==> src/sv/hcbd_pkg.sv <==
// shared types, constants and byte classifiers for the chunked body decoder
`timescale 1ns / 1ps
`default_nettype none
package hcbd_pkg;

  localparam int SIZE_BITS_DEF = 32;

  // final status codes
  localparam logic [2:0] ST_ZERO_CHUNK = 3'd0;
  localparam logic [2:0] ST_NO_ZERO    = 3'd1;
  localparam logic [2:0] ST_NO_DIGITS  = 3'd2;
  localparam logic [2:0] ST_OVERFLOW   = 3'd3;
  localparam logic [2:0] ST_TRUNCATED  = 3'd4;

  localparam logic [7:0] CH_CR   = 8'h0D;
  localparam logic [7:0] CH_LF   = 8'h0A;
  localparam logic [7:0] CH_TAB  = 8'h09;
  localparam logic [7:0] CH_SP   = 8'h20;
  localparam logic [7:0] CH_X_LO = 8'h78;
  localparam logic [7:0] CH_X_UP = 8'h58;

  typedef struct packed {
    logic [7:0] in_byte;
    logic       last;
  } in_t;

  typedef struct packed {
    logic [7:0] out_byte;
    logic       is_data;
    logic       end_res;
    logic [2:0] status;
  } out_t;

  typedef struct packed {
    logic emit;
    out_t word;
  } res_t;

  // {valid, nibble}
  function automatic logic [4:0] hex_dec(input logic [7:0] b);
    logic [4:0] r;
    r = 5'd0;
    if (b >= 8'h30 && b <= 8'h39) begin
      r = {1'b1, 4'(b - 8'h30)};
    end else if (b >= 8'h41 && b <= 8'h46) begin
      r = {1'b1, 4'(b - 8'h37)};
    end else if (b >= 8'h61 && b <= 8'h66) begin
      r = {1'b1, 4'(b - 8'h57)};
    end
    return r;
  endfunction

  function automatic logic is_space(input logic [7:0] b);
    return (b == CH_SP) || (b >= CH_TAB && b <= CH_CR);
  endfunction

endpackage
`default_nettype wire

==> src/sv/hcbd_parse.sv <==
// chunk framing state machine: size line parse, payload count, trailing crlf
`timescale 1ns / 1ps
`default_nettype none
module hcbd_parse #(
  parameter int SIZE_BITS = hcbd_pkg::SIZE_BITS_DEF
) (
  input  wire logic         clk,
  input  wire logic         rst_n,
  input  wire logic         step,
  input  wire hcbd_pkg::in_t item,
  output hcbd_pkg::res_t    res
);

  typedef enum logic [2:0] {
    PH_LEAD, PH_HEX, PH_TAIL, PH_DATA, PH_AFTER, PH_DONE, PH_ERROR
  } phase_t;

  phase_t               ph_r, ph_nxt;
  logic [SIZE_BITS-1:0] bl_r, bl_nxt;
  logic                 ds_r, ds_nxt;
  logic                 lz_r, lz_nxt;
  logic                 pc_r, pc_nxt;
  logic [2:0]           fc_r, fc_nxt;

  logic [7:0] b;
  logic [4:0] hx;
  logic       data;
  logic       go_after, a_pc;
  logic       to_lead, l_pc;
  logic       fin;
  logic [2:0] st;

  assign b  = item.in_byte;
  assign hx = hcbd_pkg::hex_dec(b);

  always_comb begin
    ph_nxt   = ph_r;
    bl_nxt   = bl_r;
    ds_nxt   = ds_r;
    lz_nxt   = lz_r;
    pc_nxt   = pc_r;
    fc_nxt   = fc_r;
    data     = 1'b0;
    go_after = 1'b0;
    a_pc     = 1'b0;
    to_lead  = 1'b0;
    l_pc     = pc_r;
    fin      = 1'b0;

    if (ph_r == PH_LEAD && !pc_r) begin
      ds_nxt = 1'b0;
      lz_nxt = 1'b0;
    end

    unique case (ph_r)
      PH_LEAD: begin
        to_lead = 1'b1;
      end
      PH_HEX: begin
        lz_nxt = 1'b0;
        if (lz_r && (b == hcbd_pkg::CH_X_LO || b == hcbd_pkg::CH_X_UP)) begin
          // 0x prefix
        end else if (hx[4]) begin
          if (bl_r[SIZE_BITS-1 -: 4] != 4'd0) begin
            ph_nxt = PH_ERROR;
            fc_nxt = hcbd_pkg::ST_OVERFLOW;
            pc_nxt = 1'b0;
          end else begin
            bl_nxt = {bl_r[SIZE_BITS-5:0], hx[3:0]};
          end
        end else begin
          ph_nxt = PH_TAIL;
          pc_nxt = (b == hcbd_pkg::CH_CR);
        end
      end
      PH_TAIL: begin
        if (pc_r && b == hcbd_pkg::CH_LF) begin
          fin = 1'b1;
        end else begin
          pc_nxt = (b == hcbd_pkg::CH_CR);
        end
      end
      PH_DATA: begin
        if (bl_r == '0) begin
          go_after = 1'b1;
        end else begin
          data   = 1'b1;
          bl_nxt = bl_r - 1'b1;
          if (bl_r == SIZE_BITS'(1)) begin
            ph_nxt = PH_AFTER;
            pc_nxt = 1'b0;
          end
        end
      end
      PH_AFTER: begin
        go_after = 1'b1;
        a_pc     = pc_r;
      end
      PH_DONE, PH_ERROR: begin
      end
      default: begin
      end
    endcase

    // optional crlf after payload; anything else starts the next size line
    if (go_after) begin
      if (!a_pc && b == hcbd_pkg::CH_CR) begin
        ph_nxt = PH_AFTER;
        pc_nxt = 1'b1;
      end else begin
        ph_nxt = PH_LEAD;
        pc_nxt = 1'b0;
        ds_nxt = 1'b0;
        lz_nxt = 1'b0;
        if (!(a_pc && b == hcbd_pkg::CH_LF)) begin
          to_lead = 1'b1;
          l_pc    = 1'b0;
        end
      end
    end

    if (to_lead) begin
      if (l_pc && b == hcbd_pkg::CH_LF) begin
        fin = 1'b1;
      end else begin
        pc_nxt = 1'b0;
        if (b == hcbd_pkg::CH_CR) begin
          pc_nxt = 1'b1;
        end else if (hcbd_pkg::is_space(b)) begin
        end else if (hx[4]) begin
          ph_nxt = PH_HEX;
          ds_nxt = 1'b1;
          bl_nxt = SIZE_BITS'(hx[3:0]);
          lz_nxt = (hx[3:0] == 4'd0);
        end else begin
          ph_nxt = PH_ERROR;
          fc_nxt = hcbd_pkg::ST_NO_DIGITS;
        end
      end
    end

    if (fin) begin
      pc_nxt = 1'b0;
      if (!ds_nxt) begin
        ph_nxt = PH_ERROR;
        fc_nxt = hcbd_pkg::ST_NO_DIGITS;
      end else if (bl_nxt == '0) begin
        ph_nxt = PH_DONE;
        fc_nxt = hcbd_pkg::ST_ZERO_CHUNK;
      end else begin
        ph_nxt = PH_DATA;
      end
    end

    st = (ph_nxt == PH_DATA && bl_nxt != '0) ? hcbd_pkg::ST_TRUNCATED : fc_nxt;

    res.emit          = data || item.last;
    res.word.out_byte = data ? b : 8'd0;
    res.word.is_data  = data;
    res.word.end_res  = item.last;
    res.word.status   = item.last ? st : 3'd0;
  end

  always_ff @(posedge clk) begin
    if (!rst_n || (step && item.last)) begin
      ph_r <= PH_LEAD;
      bl_r <= '0;
      ds_r <= 1'b0;
      lz_r <= 1'b0;
      pc_r <= 1'b0;
      fc_r <= hcbd_pkg::ST_NO_ZERO;
    end else if (step) begin
      ph_r <= ph_nxt;
      bl_r <= bl_nxt;
      ds_r <= ds_nxt;
      lz_r <= lz_nxt;
      pc_r <= pc_nxt;
      fc_r <= fc_nxt;
    end
  end

endmodule
`default_nettype wire

==> src/sv/http_chunked_body_decoder.sv <==
// top level: input register, framing parser and output register
//
//  channel  dir  handshake             payload
//  in_      in   in_valid / in_ready   in_data   (hcbd_pkg::in_t)
//  out_     out  out_valid / out_ready out_data  (hcbd_pkg::out_t)
//
// one word per cycle while the output is not stalled; parser state is registered
// a result is registered into the output register as its word leaves the input one
// words that carry neither payload nor the last flag give no result
// a full output register with out_ready low holds a waiting word that gives a result
// rst_n is synchronous; the parser restarts on reset and after each last word
`timescale 1ns / 1ps
`default_nettype none
module http_chunked_body_decoder #(
  parameter int SIZE_BITS = hcbd_pkg::SIZE_BITS_DEF
) (
  input  wire logic     clk,
  input  wire logic     rst_n,
  input  wire logic     in_valid,
  output logic          in_ready,
  input  wire hcbd_pkg::in_t in_data,
  output logic          out_valid,
  input  wire logic     out_ready,
  output hcbd_pkg::out_t out_data
);

  logic           s1_valid_r, s1_valid_nxt;
  hcbd_pkg::in_t  s1_word_r;
  logic           out_valid_r;
  hcbd_pkg::out_t out_word_r;
  hcbd_pkg::res_t res;
  logic           out_free;
  logic           s1_adv;
  logic           in_take;

  assign out_free = !out_valid_r || out_ready;
  assign s1_adv   = s1_valid_r && (!res.emit || out_free);
  assign in_ready = !s1_valid_r || s1_adv;
  assign in_take  = in_valid && in_ready;

  assign s1_valid_nxt = in_take ? 1'b1 : (s1_adv ? 1'b0 : s1_valid_r);

  hcbd_parse #(
    .SIZE_BITS(SIZE_BITS)
  ) u_parse (
    .clk  (clk),
    .rst_n(rst_n),
    .step (s1_adv),
    .item (s1_word_r),
    .res  (res)
  );

  always_ff @(posedge clk) begin
    if (!rst_n) begin
      s1_valid_r  <= 1'b0;
      out_valid_r <= 1'b0;
    end else begin
      s1_valid_r <= s1_valid_nxt;
      if (s1_adv && res.emit) begin
        out_valid_r <= 1'b1;
      end else if (out_ready) begin
        out_valid_r <= 1'b0;
      end
    end
  end

  always_ff @(posedge clk) begin
    if (in_take) begin
      s1_word_r <= in_data;
    end
    if (s1_adv && res.emit) begin
      out_word_r <= res.word;
    end
  end

  assign out_valid = out_valid_r;
  assign out_data  = out_word_r;

endmodule
`default_nettype wire

==> config.mk <==
export PLATFORM = sky130hd
export DESIGN_NAME = http_chunked_body_decoder
export DESIGN_NICKNAME = d
export VERILOG_FILES = /design/src/sv/hcbd_pkg.sv /design/src/sv/hcbd_parse.sv /design/src/sv/http_chunked_body_decoder.sv
export SDC_FILE = /design/constraint.sdc
export NUM_CORES = 1
export LEC_CHECK = 0
export BUFFER_PORTS_ARGS = -buffer_cell sky130_fd_sc_hd__buf_2
export CAP_MARGIN = 20
export CORE_ASPECT_RATIO = 1.1
export CORE_MARGIN = 8
export CORE_UTILIZATION = 55
export DETAILED_ROUTE_END_ITERATION = 6
export PLACE_DENSITY_LB_ADDON = 0.1
export SLEW_MARGIN = 30
export SYNTH_ARGS = -nofsm -noshare
export SYNTH_HDL_FRONTEND = slang
export SYNTH_SLANG_ARGS = --single-unit
==> constraint.sdc <==
create_clock -name clk -period 5.5 [get_ports clk]
set_clock_uncertainty 0.05 [all_clocks]
set_input_delay 0.275 -clock clk [delete_from_list [all_inputs] [get_ports clk]]
set_output_delay 0.275 -clock clk [all_outputs]
set_load 0.005 [all_outputs]
==> results.toml, run 1 <==
[status]
status = "completed"

[cts]
cts_inserted_buffers = 9
cts-root-buf = "clkbuf_8"
post_cts_buffers = 0
clockBufferDepth = 2
clock_latency_ps = 360
ctsResizeCount = 0
h-tree-depth = 3
holdBufCountCts = 0
clk_pin_slew_ps = 80
cts_sinks = 65
cts_tree = "built"

[drt]
viasPerCell = 6.97
routed-wl-met3_mm = 1.11
drtIter0Drc = 475
route.detailed.drc = 0
routed.top_layer = "met4"
dr.pass1.iters = 5
wl_met1_mm = 6.00
dr_wl_met2_mm = 7.36
totalWireLength_mm = 15.3
via_count = 4980
wire_per_inst_um = 21.5
drtAntennaViolNets = 0

[final_layout]
areaGrowthSynthToFinish_pct = 7.62
layout_common_cells = "nand2_1 (62), nor2_1 (59), a21oi_1 (47)"
diodes = 0
drive_above_1_share_pct = 11.3
nets = 619
layout_commonest_cell = "nand2_1"

[worst_setup_path]
path_depth = 9
cp_num_buf_inv = 1
rrSetupSlack_ps = 1000
cpPeakStageDelay_ps = 740
arrival_ps = 4520
cpLargestDelayFamily = "simple AND/OR/NAND/NOR gates"
r2r_start = "u_parse.ph_r[1]"
r2r-end = "out_data[1]"
crit_type = "reg -> reg"
cp-end-kind = "flop"
worstPathCellList = "and3b_1, and4_1, or4b_1, o21a_1, or2_1, buf_4, a2111o_1, nor3_1, a211oi_1"
cp-start-kind = "flop"
critPathRequiredTime_ps = 5530
cp_max_fo = 33
cp_slowest_cell = "dfxtp_1"
r2r_cells = 9

[timing]
setup_viol = 0
rsz0062_at_grt = "false"
fmax_mhz = 222
setup_tns_ps = 0
tightest_slew_ps = 946
final-hold-violation-count = 0
maxSlewViolCount = 0
min_period_ps = 4500
max-slew-margin-rel_pct = 36.9
finalCritPeriodShare_pct = 81.7

[grt]
grt_max_degree = 39
grt_pass1_vias = 4815
antenna_found_initial = 0
grt-ovfl-total = 0
grt_pass1_wl_mm = 24.8
grt_use_total_pct = 27.2

[yosys]
async_flop_share_pct = 0
ys_top_cells_by_area = "dfxtp_1 (19%), edfxtp_1 (14%), a21oi_1 (5.2%), nand2_1 (5.0%), nor2_1 (4.8%)"
syn_area_um2 = 4620
synth.net_count = 616
synth_edf_count = 22
synth_top_area_share_pct = 18.6
yosysWarnings = 0
yosysSeqAreaShare_pct = 33.0
synthFlopType = "dfxtp_1"
synthCells = 595
ys_ff_latch = 65
syn_avg_cell_area_um2 = 7.76
yosysTopAreaCell = "dfxtp_1"
synth_cell_types = 75

[worst_hold_path]
hold_depth = 1
min_path_type = "in -> reg"
hp-start = "in_data[6]"
hold_end = "s1_word_r[6]"

[power]
power_w = 0.00113
leakage_nw = 1.87
power.density_nw_per_um2 = 227
peakVddDrop_uv = 138

[die]
row_count = 35
coreArea_um2 = 8280
die_w_um = 103
initial_core_util_pct = 55.8
die-area_um2 = 11600
die_h_um = 112
num_io_pins = 28

[placement]
hpwlAfterDp_mm = 10.8
port-buffer-count = 27
place_congestion = 0.998

[job]
drv_cap = 0
## worst max path at each step
stage                   to       startpoint
2_1_floorplan  out_data[1]     s1_word_r[1]
3_3_place_gp   out_data[1]  u_parse.ph_r[1]
6_report       out_data[1]  u_parse.ph_r[1]
5_1_grt        out_data[1]  u_parse.ph_r[1]
3_5_place_dp   out_data[1]  u_parse.ph_r[1]
4_1_cts        out_data[1]  u_parse.ph_r[1]
## metal layers
metal,up-vias,track usage [%]
met2,286,44.3
li1,2288,-
met5,-,0
met4,0,16.8
met1,2330,31.4
met3,76,5.39
## Yosys cell counts (3+ instances only)
| cell | instances |
|---|---|
| buf_1 | 3 |
| or3_1 | 11 |
| nand2_1 | 62 |
| mux2i_1 | 3 |
| o21a_1 | 5 |
| o21ai_0 | 15 |
| a31oi_1 | 10 |
| a21boi_0 | 6 |
| or3b_2 | 3 |
| dfxtp_1 | 43 |
| a21oi_1 | 48 |
| a311oi_1 | 8 |
| nand2b_1 | 7 |
| and3_1 | 16 |
| a221oi_1 | 3 |
| a32oi_1 | 3 |
| a211oi_1 | 18 |
| edfxtp_1 | 22 |
| o211ai_1 | 8 |
| or4_1 | 8 |
| nand4_1 | 11 |
| nor2b_1 | 4 |
| buf_6 | 3 |
| buf_2 | 6 |
| ha_1 | 8 |
| nor3b_1 | 3 |
| o22ai_1 | 3 |
| o31ai_1 | 9 |
| nand3_1 | 40 |
| clkbuf_1 | 30 |
| nor2_1 | 59 |
| nand3b_1 | 4 |
| inv_1 | 13 |
| nor3_1 | 23 |
| nor4_1 | 21 |
## registers in the layout, indices dropped and copies added (netlist names)
register,count
u_parse.bl_r,32
out_data,13
s1_word_r,9
u_parse.fc_r,3
u_parse.ph_r,3
out_valid,1
s1_valid_r,1
u_parse.ds_r,1
u_parse.lz_r,1
u_parse.pc_r,1
## worst reg2reg max path, stage by stage, from the launching register on
cell and delay [ps]:
dfxtp_1 740, and3b_1 610, and4_1 340, or4b_1 610, o21a_1 270, or2_1 230, buf_4 250, a2111o_1 500
nor3_1 470, a211oi_1 160
## kinds of logic after synthesis
| logic type | count (synthesis) | share of synthesized area, % |
|---|---|---|
| flip-flops | 65 | 33.0 |
| multiplexers | 4 | 0.894 |
| AND/OR/NAND/NOR | 293 | 33.8 |
| AO/OA/AOI/OAI | 168 | 24.9 |
| adder cells (fa/ha/maj) | 8 | 2.17 |
| buffers and inverters | 57 | 5.34 |
## through the flow
stage / util, % / std cells / worst slack [ps] / hold WS (ps) / area [µm²]
after CTS: 60.0 / 714 / 1090 / 39.1 / 4970
after global routing: 60.0 / 714 / 839 / 36.7 / 4970
after global placement: 57.7 / 698 / 1130 / 378 / 4780
after detailed placement: 57.8 / 698 / 1070 / 380 / 4780
after floorplan: - / 595 / 1960 / 324 / 4620
final: 60.0 / 714 / 1000 / 40.6 / 4970
## report_power, final
part,switching [W],internal [W]
logic,0.000130,0.0000541
registers,0.0000216,0.000509
clock network,0.000207,0.000206
total,0.000359,0.000769
## cell type report
cell class,count,area (µm²)
Clock buffer,10,128
Clock inverter,6,58.8
Fill cell,777,3310
Inverter,13,48.8
Multi-Input combinational cell,473,2870
Sequential cell,65,1520
Tap cell,111,139
Timing Repair Buffer,36,203
No activity file was read; power rests on OpenSTA's default activity.
==> inputs of run 2 (changes only) <==
==> constraint.sdc (replaced) <==
create_clock -name clk -period 4.4 [get_ports clk]
set_clock_uncertainty 0.05 [all_clocks]
set_input_delay 0.22 -clock clk [delete_from_list [all_inputs] [get_ports clk]]
set_output_delay 0.22 -clock clk [all_outputs]
set_load 0.005 [all_outputs]
==> run 2 against run 1 <==
- sequential share of layout area fell by 1.1 points
- count of clock-buffer cells in the layout did not move
- die area did not move
- power up 26%
- critical path type unchanged
- highest routed layer unchanged
==> results.toml, run 2 (synthesized netlist as in run 1, its figures left out) <==
[grt]
grt-ovfl-total = 0
antenna_found_initial = 0
grt_pass1_vias = 4805
grt_use_total_pct = 27.6
grt-busiest-layer = "met2"
grt_util_met3_pct = 4.83
globalRouteMet1Util_pct = 32.7
use_met2_pct = 45.1
grt_max_degree = 31
grt_pass1_wl_mm = 25.2

[die]
row_count = 35
coreArea_um2 = 8280
num_io_pins = 28
die-area_um2 = 11600
die_h_um = 112
initial_core_util_pct = 55.8
die_w_um = 103

[cts]
cts-root-buf = "clkbuf_8"
post_cts_buffers = 0
clock_latency_ps = 350
h-tree-depth = 3
cts_sinks = 65
clk_pin_slew_ps = 80
cts_inserted_buffers = 9
clockBufferDepth = 2
cts_tree = "built"

[final_layout]
regMostFlops = "u_parse.bl_r"
largest_reg_flops = 32
layout_commonest_cell = "nand2_1"
nets = 638
layout_common_cells = "nand2_1 (62), nor2_1 (59), a21oi_1 (48)"
final_area_um2 = 5150
post-route-util_pct = 62.2
drive_above_1_share_pct = 12.9
layoutNonFillerInstCount = 733
areaGrowthSynthToFinish_pct = 11.5
diodes = 0
fillCellCount = 752

[drt]
dr.pass1.iters = 5
totalWireLength_mm = 15.8
via_count = 5169
drtAntennaViolNets = 0
wire_per_inst_um = 21.6
drtIter0Drc = 514
route.detailed.drc = 0
viasPerCell = 7.05

[placement]
place_area_um2 = 4850
port-buffer-count = 27
place_inst = 708
hpwlAfterDp_mm = 11.4
place_congestion = 0.975

[worst_setup_path]
cp-end-kind = "flop"
crit_path_start = "s1_word_r[1]"
r2r_cells = 11
arrival_ps = 4210
r2r_start = "s1_word_r[1]"
crit_type = "reg -> reg"
endpoint = "out_data[1]"
cp-start-kind = "flop"
r2r-end = "out_data[1]"
cp_max_fo = 9
rrSetupSlack_ps = 200
critPathRequiredTime_ps = 4420

[timing]
min_period_ps = 4200
fmax_mhz = 238
tightest_slew_ps = 876
finalCritPeriodShare_pct = 95.4
maxSlewViolCount = 0
max-slew-margin-rel_pct = 41.4
setup_tns_ps = 0
final-hold-violation-count = 0
rsz0062_at_grt = "false"
setup_viol = 0

[worst_hold_path]
hold_depth = 2
min_path_type = "in -> reg"

[job]
drv_cap = 0

[power]
power.density_nw_per_um2 = 277
peakVddDrop_uv = 145
leakage_nw = 1.96

[status]
status = "completed"
[run 2: changes by cell type in the layout (fill, tap and decap cells not counted), sizes merged]
cell         change
buf             +10
dlygate4sd3      +9
[run 2: worst min path at each step]
stage	to	startpoint
after CTS	out_valid	rst_n
after detailed placement	s1_word_r[8]	in_data[8]
final	out_valid	rst_n
after floorplan	s1_word_r[0]	in_data[0]
after global routing	s1_valid_r	rst_n
after global placement	s1_word_r[4]	in_data[4]
[run 2: per-layer routing]
metal | part of all wire [%] | vias up
met5 | 0 | -
met1 | 38 | 2429
li1 | - | 2322
met4 | 5.9 | 0
met3 | 8.3 | 83
met2 | 48 | 335
[run 2: final cells by class]
| class | instances | area, µm² | share of cell area (%) |
|---|---|---|---|
| clock buffers | 10 | 128 | 2.48 |
| flip-flops and latches | 65 | 1520 | 29.5 |
| multi-input cells | 473 | 2890 | 56.0 |
| inverters | 13 | 48.8 | 0.948 |
| repair buffers | 55 | 368 | 7.14 |
| well taps | 111 | 139 | 2.70 |
| clock inverters | 6 | 60.1 | 1.17 |
[run 2: where the power goes]
group          switching, W  internal, W  leakage (nW)  total [W]
sequential        0.0000176     0.000636         0.565   0.000653
clock              0.000250     0.000259        0.0920   0.000508
combinational      0.000181    0.0000826          1.31   0.000264
total              0.000449     0.000977          1.96    0.00143
[run 2: repair_timing]
item	CTS	global route
gates resized for setup	0	3
endpoints found under the setup margin	0	6
hold buffers	9	0
hold endpoints to repair	9	0
[run 2: per-stage QoR]
step / total power (W) / setup slack [ps] / hold WS [ps]
6_report: 0.00143 / 202 / 94.5
5_1_grt: 0.00148 / 70.5 / 95.9
3_3_place_gp: 0.000906 / 206 / 346
2_1_floorplan: 0.000827 / 856 / 269
3_5_place_dp: 0.000911 / 67.2 / 348
4_1_cts: 0.00142 / 62.1 / 88.1
[run 2: worst max-delay path, cell delays in order (launching register included)]
cell	delay, ps
edfxtp_1	470
inv_1	190
ha_1	220
or3b_2	510
and3_1	250
o21ai_1	530
o41ai_1	220
a211o_1	260
nor4_1	300
nand4_1	340
nor3_2	440
a211oi_1	140
